File: src/hdl/smfa_pkg.sv
// ----------------------------------------------------------------------------
// smfa_pkg
// shared widths, codes and request types of the sign-magnitude fixed alu
// ----------------------------------------------------------------------------
package smfa_pkg;

    localparam int MAG_WIDTH  = 31;
    localparam int SUM_WIDTH  = MAG_WIDTH + 1;
    localparam int PROD_WIDTH = 2 * MAG_WIDTH;
    localparam int SHIFT_W    = 5;
    localparam int CNT_W      = 7;
    localparam int CMD_W      = 2;
    localparam int CFG_IDX_W  = 2;
    localparam int CFG_DATA_W = 5;

    // operation codes
    localparam logic [CMD_W-1:0] CMD_ADD = 2'd0;
    localparam logic [CMD_W-1:0] CMD_SUB = 2'd1;
    localparam logic [CMD_W-1:0] CMD_MUL = 2'd2;

    // register indexes
    localparam logic [CFG_IDX_W-1:0] REG_FRAC_BITS = 2'd0;
    localparam logic [CFG_IDX_W-1:0] REG_INT_BITS  = 2'd1;
    localparam logic [CFG_IDX_W-1:0] REG_MUL_MODE  = 2'd2;

    // reset values
    localparam logic [SHIFT_W-1:0] FRAC_BITS_RST = 5'd15;
    localparam logic [SHIFT_W-1:0] INT_BITS_RST  = 5'd15;
    localparam logic               MUL_MODE_RST  = 1'b0;

    typedef struct packed {
        logic [CMD_W-1:0]     cmd;
        logic [MAG_WIDTH-1:0] a_mag;
        logic                 a_neg;
        logic [MAG_WIDTH-1:0] b_mag;
        logic                 b_neg;
    } t_in_req;

    typedef struct packed {
        logic [MAG_WIDTH-1:0] r_mag;
        logic                 r_neg;
        logic                 saturated;
    } t_out_req;

endpackage

File: src/hdl/smfa_if.sv
// ----------------------------------------------------------------------------
// smfa interfaces
// valid/ready channels for operand requests, result requests and config writes
// ----------------------------------------------------------------------------
interface smfa_in_if;
    logic             valid;
    logic             ready;
    smfa_pkg::t_in_req data;
    modport source (output valid, output data, input ready);
    modport sink   (input valid, input data, output ready);
endinterface

interface smfa_out_if;
    logic              valid;
    logic              ready;
    smfa_pkg::t_out_req data;
    modport source (output valid, output data, input ready);
    modport sink   (input valid, input data, output ready);
endinterface

interface smfa_cfg_if;
    logic                            valid;
    logic                            ready;
    logic [smfa_pkg::CFG_IDX_W-1:0]  index;
    logic [smfa_pkg::CFG_DATA_W-1:0] value;
    modport source (output valid, output index, output value, input ready);
    modport sink   (input valid, input index, input value, output ready);
endinterface

File: src/hdl/sign_magnitude_fixed_alu_unit.sv
// ----------------------------------------------------------------------------
// sign_magnitude_fixed_alu_unit
// three-stage pipelined sign-magnitude fixed-point alu with saturation
// ----------------------------------------------------------------------------
// The unit takes one request per cycle on i_in when the output side does not
// stall and returns exactly one result request per operand request, in order,
// on o_out after stage 3 registers it. Stage 1 decodes the operation,
// applies the half-fraction pre-shift of multiply mode 0 and forms the
// saturation limit; stage 2 holds the single 31x31 multiplier and the
// add/subtract with magnitude compare; stage 3 applies the full-product
// shift of mode 1, compares against the limit and registers the result.
// Each stage holds one request and a valid bit and moves on whenever the
// stage after it is empty or moving, so a stall at o_out fills the pipe
// and then drops i_in.ready; nothing is lost or repeated. Configuration
// writes on i_cfg are always taken and should be issued only while the
// pipe is empty; indexes beyond mul_mode are ignored.
// ----------------------------------------------------------------------------
module sign_magnitude_fixed_alu_unit (
    input  logic            i_clk,
    input  logic            i_rst_n,
    smfa_in_if.sink         i_in,
    smfa_out_if.source      o_out,
    smfa_cfg_if.sink        i_cfg
);

    // configuration registers
    logic [smfa_pkg::SHIFT_W-1:0] r_frac_bits;
    logic [smfa_pkg::SHIFT_W-1:0] r_int_bits;
    logic                         r_mul_mode;

    // per-stage readiness: a stage loads when it is empty or its content moves on
    logic w_rdy1, w_rdy2, w_rdy3;

    // stage 1 registers
    logic                           r_v1;
    logic [smfa_pkg::MAG_WIDTH-1:0] r_s1_a, r_s1_b;
    logic                           r_s1_an, r_s1_bn;
    logic                           r_s1_mul, r_s1_mode;
    logic [smfa_pkg::SHIFT_W-1:0]   r_s1_frac;
    logic [smfa_pkg::MAG_WIDTH-1:0] r_s1_lim;

    // stage 2 registers
    logic                            r_v2;
    logic [smfa_pkg::PROD_WIDTH-1:0] r_s2_val;
    logic                            r_s2_neg;
    logic                            r_s2_shift;
    logic [smfa_pkg::SHIFT_W-1:0]    r_s2_frac;
    logic [smfa_pkg::MAG_WIDTH-1:0]  r_s2_lim;
    logic                            r_s2_mul;

    // stage 3 (output) registers
    logic                           r_v3;
    logic [smfa_pkg::MAG_WIDTH-1:0] r_s3_mag;
    logic                           r_s3_neg;
    logic                           r_s3_sat;
    logic [smfa_pkg::MAG_WIDTH-1:0] r_s3_lim;
    logic                           r_s3_mul;
    logic                           r_s3_zero;

    // stage 1 combinational
    logic                           n_s1_mul;
    logic                           n_s1_bn;
    logic [smfa_pkg::SHIFT_W-1:0]   w_half;
    logic [smfa_pkg::SHIFT_W-1:0]   w_half_a;
    logic [smfa_pkg::MAG_WIDTH-1:0] n_s1_a, n_s1_b;
    logic [smfa_pkg::CNT_W-1:0]     w_bits;
    logic [smfa_pkg::MAG_WIDTH-1:0] n_s1_lim;

    // stage 2 combinational
    logic [smfa_pkg::PROD_WIDTH-1:0] w_prod;
    logic [smfa_pkg::SUM_WIDTH-1:0]  w_sum;
    logic                            w_sum_neg;
    logic [smfa_pkg::PROD_WIDTH-1:0] n_s2_val;
    logic                            n_s2_neg;

    // stage 3 combinational
    logic [smfa_pkg::PROD_WIDTH-1:0] w_shifted;
    logic                            n_s3_sat;
    logic [smfa_pkg::MAG_WIDTH-1:0]  n_s3_mag;

    // ---------------------------------------------------------------- handshake
    assign w_rdy3      = !r_v3 || o_out.ready;
    assign w_rdy2      = !r_v2 || w_rdy3;
    assign w_rdy1      = !r_v1 || w_rdy2;
    assign i_in.ready  = w_rdy1;
    assign i_cfg.ready = 1'b1;

    // ------------------------------------------------------------ configuration
    always_ff @(posedge i_clk) begin
        if (!i_rst_n) begin
            r_frac_bits <= smfa_pkg::FRAC_BITS_RST;
            r_int_bits  <= smfa_pkg::INT_BITS_RST;
            r_mul_mode  <= smfa_pkg::MUL_MODE_RST;
        end else if (i_cfg.valid) begin
            case (i_cfg.index)
                smfa_pkg::REG_FRAC_BITS: r_frac_bits <= i_cfg.value;
                smfa_pkg::REG_INT_BITS:  r_int_bits  <= i_cfg.value;
                smfa_pkg::REG_MUL_MODE:  r_mul_mode  <= i_cfg.value[0];
                default: ;
            endcase
        end
    end

    // ------------------------------------------------------------------ stage 1
    always_comb begin
        // only bit 1 selects multiply, so the unused code runs as multiply
        n_s1_mul = i_in.data.cmd[1];
        n_s1_bn  = i_in.data.b_neg ^ (i_in.data.cmd == smfa_pkg::CMD_SUB);

        // mode 0 pre-shift: half the fraction bits each, the odd bit on a
        w_half   = r_frac_bits >> 1;
        w_half_a = w_half + {{(smfa_pkg::SHIFT_W-1){1'b0}}, r_frac_bits[0]};
        if (n_s1_mul && !r_mul_mode) begin
            n_s1_a = i_in.data.a_mag >> w_half_a;
            n_s1_b = i_in.data.b_mag >> w_half;
        end else begin
            n_s1_a = i_in.data.a_mag;
            n_s1_b = i_in.data.b_mag;
        end

        // limit 2^(int+frac)-1, capped at full magnitude width
        w_bits = smfa_pkg::CNT_W'(r_int_bits) + smfa_pkg::CNT_W'(r_frac_bits);
        if (w_bits >= smfa_pkg::CNT_W'(smfa_pkg::MAG_WIDTH)) begin
            n_s1_lim = '1;
        end else begin
            n_s1_lim = {smfa_pkg::MAG_WIDTH{1'b1}}
                       >> (smfa_pkg::CNT_W'(smfa_pkg::MAG_WIDTH) - w_bits);
        end
    end

    always_ff @(posedge i_clk) begin
        if (!i_rst_n) begin
            r_v1 <= 1'b0;
        end else if (w_rdy1) begin
            r_v1 <= i_in.valid;
        end
    end

    always_ff @(posedge i_clk) begin
        if (w_rdy1) begin
            r_s1_a    <= n_s1_a;
            r_s1_b    <= n_s1_b;
            r_s1_an   <= i_in.data.a_neg;
            r_s1_bn   <= n_s1_mul ? i_in.data.b_neg : n_s1_bn;
            r_s1_mul  <= n_s1_mul;
            r_s1_mode <= r_mul_mode;
            r_s1_frac <= r_frac_bits;
            r_s1_lim  <= n_s1_lim;
        end
    end

    // ------------------------------------------------------------------ stage 2
    always_comb begin
        w_prod = smfa_pkg::PROD_WIDTH'(r_s1_a) * smfa_pkg::PROD_WIDTH'(r_s1_b);

        // signed sum of two sign-magnitude values
        if (r_s1_an == r_s1_bn) begin
            w_sum     = smfa_pkg::SUM_WIDTH'(r_s1_a) + smfa_pkg::SUM_WIDTH'(r_s1_b);
            w_sum_neg = r_s1_an;
        end else if (r_s1_a >= r_s1_b) begin
            w_sum     = smfa_pkg::SUM_WIDTH'(r_s1_a - r_s1_b);
            w_sum_neg = r_s1_an;
        end else begin
            w_sum     = smfa_pkg::SUM_WIDTH'(r_s1_b - r_s1_a);
            w_sum_neg = r_s1_bn;
        end

        if (r_s1_mul) begin
            n_s2_val = w_prod;
            n_s2_neg = r_s1_an ^ r_s1_bn;
        end else begin
            n_s2_val = smfa_pkg::PROD_WIDTH'(w_sum);
            // a zero sum is positive
            n_s2_neg = (w_sum == '0) ? 1'b0 : w_sum_neg;
        end
    end

    always_ff @(posedge i_clk) begin
        if (!i_rst_n) begin
            r_v2 <= 1'b0;
        end else if (w_rdy2) begin
            r_v2 <= r_v1;
        end
    end

    always_ff @(posedge i_clk) begin
        if (w_rdy2) begin
            r_s2_val   <= n_s2_val;
            r_s2_neg   <= n_s2_neg;
            r_s2_shift <= r_s1_mul && r_s1_mode;
            r_s2_frac  <= r_s1_frac;
            r_s2_lim   <= r_s1_lim;
            r_s2_mul   <= r_s1_mul;
        end
    end

    // ------------------------------------------------------------------ stage 3
    always_comb begin
        // mode 1: drop fraction bits of the full product
        w_shifted = r_s2_shift ? (r_s2_val >> r_s2_frac) : r_s2_val;
        n_s3_sat  = w_shifted > smfa_pkg::PROD_WIDTH'(r_s2_lim);
        n_s3_mag  = n_s3_sat ? r_s2_lim : w_shifted[smfa_pkg::MAG_WIDTH-1:0];
    end

    always_ff @(posedge i_clk) begin
        if (!i_rst_n) begin
            r_v3 <= 1'b0;
        end else if (w_rdy3) begin
            r_v3 <= r_v2;
        end
    end

    always_ff @(posedge i_clk) begin
        if (w_rdy3) begin
            r_s3_mag  <= n_s3_mag;
            r_s3_neg  <= r_s2_neg;
            r_s3_sat  <= n_s3_sat;
            r_s3_lim  <= r_s2_lim;
            r_s3_mul  <= r_s2_mul;
            r_s3_zero <= (r_s2_val == '0);
        end
    end

    assign o_out.valid          = r_v3;
    assign o_out.data.r_mag     = r_s3_mag;
    assign o_out.data.r_neg     = r_s3_neg;
    assign o_out.data.saturated = r_s3_sat;

`ifndef SYNTHESIS
    // a clamped result carries exactly the limit
    a_sat_is_limit: assert property (@(posedge i_clk) disable iff (!i_rst_n)
        r_v3 && r_s3_sat |-> r_s3_mag == r_s3_lim)
        else $error("saturated result differs from limit");

    // an unclamped result never exceeds the limit
    a_mag_in_range: assert property (@(posedge i_clk) disable iff (!i_rst_n)
        r_v3 && !r_s3_sat |-> r_s3_mag <= r_s3_lim)
        else $error("unsaturated result above limit");

    // a zero add/subtract result is positive
    a_zero_sum_pos: assert property (@(posedge i_clk) disable iff (!i_rst_n)
        r_v3 && !r_s3_mul && r_s3_zero |-> !r_s3_neg)
        else $error("zero sum has negative sign");

    // input back-pressure only when every stage is full and the output stalls
    a_stall_full: assert property (@(posedge i_clk) disable iff (!i_rst_n)
        !w_rdy1 |-> r_v1 && r_v2 && r_v3 && !o_out.ready)
        else $error("input stalled with room in the pipe");

    // a stalled output request holds its magnitude and saturated flag
    a_out_hold: assert property (@(posedge i_clk) disable iff (!i_rst_n)
        r_v3 && !o_out.ready |=> r_v3 && $stable(r_s3_mag) && $stable(r_s3_sat))
        else $error("stalled result changed");
`endif

endmodule
File: src/flat_wrapper.sv
// flat-port wrapper written by rule: the top's interface ports become plain ports
module sign_magnitude_fixed_alu_unit_flat 
  (i_clk, i_rst_n, i_in_valid, i_in_data, i_in_ready, o_out_valid, o_out_data, o_out_ready, i_cfg_valid, i_cfg_index, i_cfg_value, i_cfg_ready);
  smfa_in_if i_in_i ();
  smfa_out_if o_out_i ();
  smfa_cfg_if i_cfg_i ();
  input  logic i_clk;
  input  logic i_rst_n;
  input wire logic [$bits(i_in_i.valid)-1:0] i_in_valid;
  input wire logic [$bits(i_in_i.data)-1:0] i_in_data;
  output wire logic [$bits(i_in_i.ready)-1:0] i_in_ready;
  output wire logic [$bits(o_out_i.valid)-1:0] o_out_valid;
  output wire logic [$bits(o_out_i.data)-1:0] o_out_data;
  input wire logic [$bits(o_out_i.ready)-1:0] o_out_ready;
  input wire logic [$bits(i_cfg_i.valid)-1:0] i_cfg_valid;
  input wire logic [$bits(i_cfg_i.index)-1:0] i_cfg_index;
  input wire logic [$bits(i_cfg_i.value)-1:0] i_cfg_value;
  output wire logic [$bits(i_cfg_i.ready)-1:0] i_cfg_ready;
  assign i_in_i.valid = i_in_valid;
  assign i_in_i.data = i_in_data;
  assign i_in_ready = i_in_i.ready;
  assign o_out_valid = o_out_i.valid;
  assign o_out_data = o_out_i.data;
  assign o_out_i.ready = o_out_ready;
  assign i_cfg_i.valid = i_cfg_valid;
  assign i_cfg_i.index = i_cfg_index;
  assign i_cfg_i.value = i_cfg_value;
  assign i_cfg_ready = i_cfg_i.ready;
  sign_magnitude_fixed_alu_unit u_core (.i_clk(i_clk), .i_rst_n(i_rst_n), .i_in(i_in_i), .o_out(o_out_i), .i_cfg(i_cfg_i));
endmodule
File: config.mk
export PLATFORM = sky130hd
export DESIGN_NAME = sign_magnitude_fixed_alu_unit_flat
export DESIGN_NICKNAME = d
export VERILOG_FILES = /design/src/hdl/smfa_pkg.sv /design/src/hdl/smfa_if.sv /design/src/hdl/sign_magnitude_fixed_alu_unit.sv /design/src/flat_wrapper.sv
export SDC_FILE = /design/constraint.sdc
export NUM_CORES = 2
export LEC_CHECK = 0
export BUFFER_PORTS_ARGS = -buffer_cell sky130_fd_sc_hd__buf_2
export CORE_ASPECT_RATIO = 1.2
export CORE_MARGIN = 10
export CORE_UTILIZATION = 65
export CTS_CLUSTER_DIAMETER = 150
export DETAILED_ROUTE_END_ITERATION = 6
export PLACE_DENSITY = 0.82
export RECOVER_POWER = 25
export REMOVE_ABC_BUFFERS = 1
export SLEW_MARGIN = 20
export SYNTH_ARGS = -nofsm -noshare
export SYNTH_HDL_FRONTEND = slang
export SYNTH_SLANG_ARGS = --single-unit
File: constraint.sdc
create_clock -name i_clk -period 8.7 [get_ports i_clk]
set_input_delay 0 -clock i_clk [delete_from_list [all_inputs] [get_ports i_clk]]
set_output_delay 0 -clock i_clk [all_outputs]
set_load 0.005 [all_outputs]
## Word-level counts from Yosys, hierarchy flattened

Cells that the tools add are included.

| word-level totals | value |
|---|---|
| bits in registers | 249 |
| input bits | 78 |
| output and inout bits | 36 |

| cells by class | value |
|---|---|
| add/sub/neg operators | 6 |
| multipliers | 1 |
| magnitude comparators | 3 |
| eq/ne operators | 4 |
| shifts and indexed selects | 4 |
| muxes and demuxes | 12 |
| bitwise logic cells | 2 |
| reductions and logical operators | 14 |

Operator list:

| kind | count |
|---|---|
| 32-bit 2-to-1 mux | 3 |
| 31-bit 2-to-1 mux | 3 |
| 31-bit by 31-bit subtractor with 32-bit output | 2 |
| 62-bit by 31-bit > comparator with 1-bit output | 1 |
| 31-bit by 31-bit multiplier with 62-bit output | 1 |
| 62-bit 2-to-1 mux | 1 |
| 62-bit by 5-bit right shift with 62-bit output | 1 |
| 31-bit by 31-bit adder with 32-bit output | 1 |
| 32-bit zero test | 1 |
| 31-bit >= comparator | 1 |
| 31-bit by 4-bit right shift with 31-bit output | 1 |
| 31-bit by 5-bit right shift with 31-bit output | 1 |
| 31-bit by 7-bit right shift with 31-bit output (first input constant) | 1 |
| 7-bit by 5-bit >= comparator with 1-bit output (second input constant) | 1 |
| 5-bit by 7-bit subtractor with 7-bit output (first input constant) | 1 |
| 5-bit by 5-bit adder with 6-bit output | 1 |
| 2-bit AND reduction | 3 |
| 4-bit by 1-bit adder with 5-bit output | 1 |
| 1-bit 2-to-1 mux | 5 |
| 2-bit by 1-bit equality test with 1-bit output (second input constant) | 2 |
| 1-bit zero test | 4 |
| 1-bit logical OR | 3 |
| 2-bit equality test (second input constant) | 1 |
| 1-bit logical AND | 2 |
| other kinds (3) | 4 |

## Longest topological paths before layout

| depth | value |
|---|---|
| depth after elaboration | 6 |
| mapped depth | 32 |

## Least setup slack after synthesis

OpenSTA, ideal clock, no wires.

| timing path | value |
|---|---|
| kind | reg2reg |
| start point | register u_core.r_s1_b[7] in the netlist's numbering |
| end point | register u_core.r_s2_val[59] in the netlist's numbering, data pin |
| setup time | 0.265 ns |
| arrival time | 7.762 ns |
| slack | 0.673 ns |
| stages on the path, launching flop included | 27 |
| period minus slack after synthesis | 8.027 ns |
| path through | edfxtp_1 -> clkbuf_1 -> inv_1 -> buf_1 -> nor2_1 -> fa_1 -> fa_1 -> inv_1 -> fa_1 -> fa_1 -> inv_1 -> fa_1 -> fa_1 -> fa_1 -> fa_1 -> ha_1 -> clkbuf_1 -> nand3_1 -> or4_1 -> o22ai_1 -> o21ai_1 -> o41ai_1 -> nand4bb_1 -> o2111ai_1 -> a21oi_1 -> o31ai_1 -> mux2i_1 |

| on the way | value |
|---|---|
| longest elaborated chain between the ends | 1 |

RTL lines:

| item | line | text |
|---|---|---|
| from (decl) | sign_magnitude_fixed_alu_unit.sv:36 | `logic [smfa_pkg::MAG_WIDTH-1:0] r_s1_a, r_s1_b;` |
| from (signal assigned) | sign_magnitude_fixed_alu_unit.sv:142 | `r_s1_b <= n_s1_b;` |
| 31-bit by 31-bit multiplier with 62-bit output | sign_magnitude_fixed_alu_unit.sv:154 | `w_prod = smfa_pkg::PROD_WIDTH'(r_s1_a) * smfa_pkg::PROD_WIDTH'(r_s1_b);` |
| to (signal assigned) | sign_magnitude_fixed_alu_unit.sv:188 | `r_s2_val <= n_s2_val;` |
| to (decl) | sign_magnitude_fixed_alu_unit.sv:44 | `logic [smfa_pkg::PROD_WIDTH-1:0] r_s2_val;` |

Every way passes these cells.
A chain may end at the register's enable or synchronous reset.

## Worst setup path after layout

| timing path | value |
|---|---|
| start point | register u_core.r_s1_b[8] in the netlist's numbering |
| end point | register u_core.r_s2_val[59] in the netlist's numbering, data pin |

The elaborated chain is that of the path after synthesis.

==> out/qor.yml <==
run_status:
  outcome: "finished, violations left"
  failed_checks: "design-rule violations, max-capacitance violations, max-slew violations"
synth:
  synthArstFlopShare_pct: 0
  syn_area_mm2: 0.0515
  synth_edf_count: 235
  syn_avg_cell_area_um2: 8.72
  ys_ff_latch: 249
  synth.distinct_cells: 97
  netlist_instances: 5904
  synthFlopType: "edfxtp_1"
  synth_seq_area_share_pct: 14.2
  ys_warn_count: 0
layout:
  syn_to_final_growth_pct: 7.59
  n_fill_cell: 6226
  regArea_mm2: 0.00734
  fin_nets: 7294
  multi_input_area_mm2: 0.0393
  utilization_pct: 70.2
  drive_gt1_share_pct: 8.42
  instances_no_fill: 7053
floorplanning:
  core_mm2: 0.0789
  io_pins: 114
  die_y_um: 328
  rows: 113
  die-area_mm2: 0.0909
  die_x_um: 277
  initial_core_util_pct: 65.3
global_route:
  grt_max_degree: 86
  gr-usage-met2_pct: 66.1
  grt-busiest-layer: "met2"
  antenna_found_initial: 7
  grtUsageMet1_pct: 46.9
  grt_usage_pct: 41.5
  grt_overflow: 0
  grt_pass1_vias: 46796
  grt_first_pass_wirelength_um: 284000
  use_met3_pct: 11.8
worst_setup_path:
  critical_path_arrival_ps: 8940
  cp_slowest_cell: "fa_1"
  crit_path_frequent_cell: "fa_1"
  cp_max_fo: 7
  critPathCaptureType: "flop"
  slowest_delay_ps: 560
  critPathKind: "reg -> reg"
  cp-start-kind: "flop"
  path_buf_inv: 5
  crit_family: "adder cells"
  cp_data_required_time_ps: 9150
cts:
  htreeDepth: 1
  clk_latency_ps: 630
  clkTransAtPathRegs_ps: 70
  clock_sinks: 249
  cts_buffers: 27
  cts_tree: "built"
  cts_root_buf: "clkbuf_16"
  clk_path_buf_depth: 3
route:
  antenna_left: 0
  drtIter0Drc: 4853
  wl_per_cell_um: 27.2
  route.detailed.drc: 6
  drt-pass1-iter-count: 7
  post_drt_via_cell_ratio: 6.43
  wirelength_um: 192000
  vias: 45376
sta:
  setup_viol: 0
  fmax_ghz: 0.118
  hold_violations: 0
  max-slew-margin-rel_pct: -75.7
  drv_slew: 230
  fin_crit_ps: 8480
  fin_skew_ps: 29.4
  worst_pin_slew_ps: 2630
  fin_ws_ps: 216
  rsz0062_at_grt: "false"
  whs_ps: 47.3
  fin_crit_sh_pct: 97.5
placed_design:
  port_buffers: 112
  dp.cells: 6904
  post-dp-hpwl_um: 151000
  pre_cts_ws_ps: -192
  gp_congestion: 1.03
min_path:
  hp-class: "in -> reg"
run:
  drv_cap: 5
==> layer usage <==
| metal | part of all wire, % | routed length, um | up-vias |
|---|---|---|---|
| met5 | 0 | 0 | - |
| met4 | 9.4 | 18100 | 0 |
| met3 | 12 | 22700 | 875 |
| met2 | 46 | 87400 | 3119 |
| met1 | 33 | 63500 | 22205 |
| li1 | - | - | 19177 |
==> per-stage QoR <==
step                TNS (ps)  instance area, um^2
global placement        -101                53600
finish                     0                55400
CTS                        0                55300
floorplan                  0                50000
detailed placement      -959                53600
global route               0                55400
==> cells in the mapped netlist, types with 21 or more instances <==
master | number | area, um^2
and2_1 | 21 | 131
o21ai_0 | 238 | 1190
buf_1 | 43 | 161
xor2_1 | 40 | 350
mux2_2 | 65 | 732
o21bai_1 | 32 | 240
xnor2_1 | 55 | 482
nand2b_1 | 22 | 138
nand2_1 | 828 | 3110
nor2_1 | 755 | 2830
ha_1 | 388 | 4850
o211ai_1 | 43 | 323
a31oi_1 | 47 | 294
mux2i_1 | 114 | 1140
clkbuf_1 | 272 | 1020
a21o_1 | 87 | 653
nor2b_1 | 44 | 275
fa_1 | 840 | 16800
o31ai_1 | 23 | 173
inv_1 | 906 | 3400
a211oi_1 | 50 | 375
nand3_1 | 39 | 195
nand4_1 | 42 | 263
mux4_2 | 48 | 1080
clkinv_1 | 22 | 82.6
a21oi_1 | 273 | 1370
edfxtp_1 | 235 | 7060
nor3_1 | 50 | 250
==> sequential cells by signal, summed over array words and instances, names as in the netlist, 5 cells and up <==
name                flops
u_core.r_frac_bits      5
u_core.r_s1_b          31
u_core.r_s2_lim        31
u_core.r_s3_mag        31
u_core.r_s2_val        62
u_core.r_s1_a          31
u_core.r_int_bits       5
u_core.r_s2_frac        5
u_core.r_s1_lim        31
u_core.r_s1_frac        5
==> cells by family (layout without fill, tap and decap cells) <==
logic type	after synthesis	count (layout)	synth area share, %
other	1	10	0.00728
AO/OA/AOI/OAI	947	947	11.6
AND/OR/NAND/NOR	1869	1869	15.0
XOR/XNOR	95	95	1.62
adder cells (fa/ha/maj)	1228	1228	42.1
multiplexers	230	230	5.80
flip-flops	249	249	14.2
buffers and inverters	1285	1390	9.65
==> tightest hold or removal path: stages <==
cell	delay, ps
buf_2	130
nand2_1	50
o21ai_0	290
==> path summary, 6_finish.rpt <==
kind	start	to	slack (ps)	depth (start not counted)
worst max-delay path	u_core.r_s1_b[8]	u_core.r_s2_val[59]	220	25
worst min-delay path	i_in_data[17]	u_core.r_s1_b[16]	50	3
worst max register to register	u_core.r_s1_b[8]	u_core.r_s2_val[59]	220	25
worst min register to register	u_core.r_s1_lim[26]	u_core.r_s2_lim[26]	420	0
==> final cells by class <==
type	count	share of cell area, %
diodes	9	0.0406
repair buffers	409	5.54
flip-flops and latches	249	13.2
multi-input cells	4370	71.0
well taps	1035	2.34
clock buffers	33	1.26
inverters	931	6.33
clock inverters	17	0.291
==> placed cells by master, fill, tap and decap left out, types with 87 or more instances in the layout <==
master	n
a21o_1	87
a21oi_1	272
buf_4	196
edfxtp_1	235
fa_1	840
ha_1	385
inv_1	904
mux2i_1	114
nand2_1	828
nor2_1	754
o21ai_0	234
==> what timing repair did <==
| item | CTS | global route |
|---|---|---|
| resized for setup | 0 | 21 |
| setup endpoints to repair | 12 | 12 |
| buffers inserted | 2 | 4 |
| endpoints found under the hold margin | 78 | 0 |
| hold buffers | 83 | 0 |
Power is not shown: default switching activity piles up to over one toggle a cycle in this logic, so the estimate is an artifact.
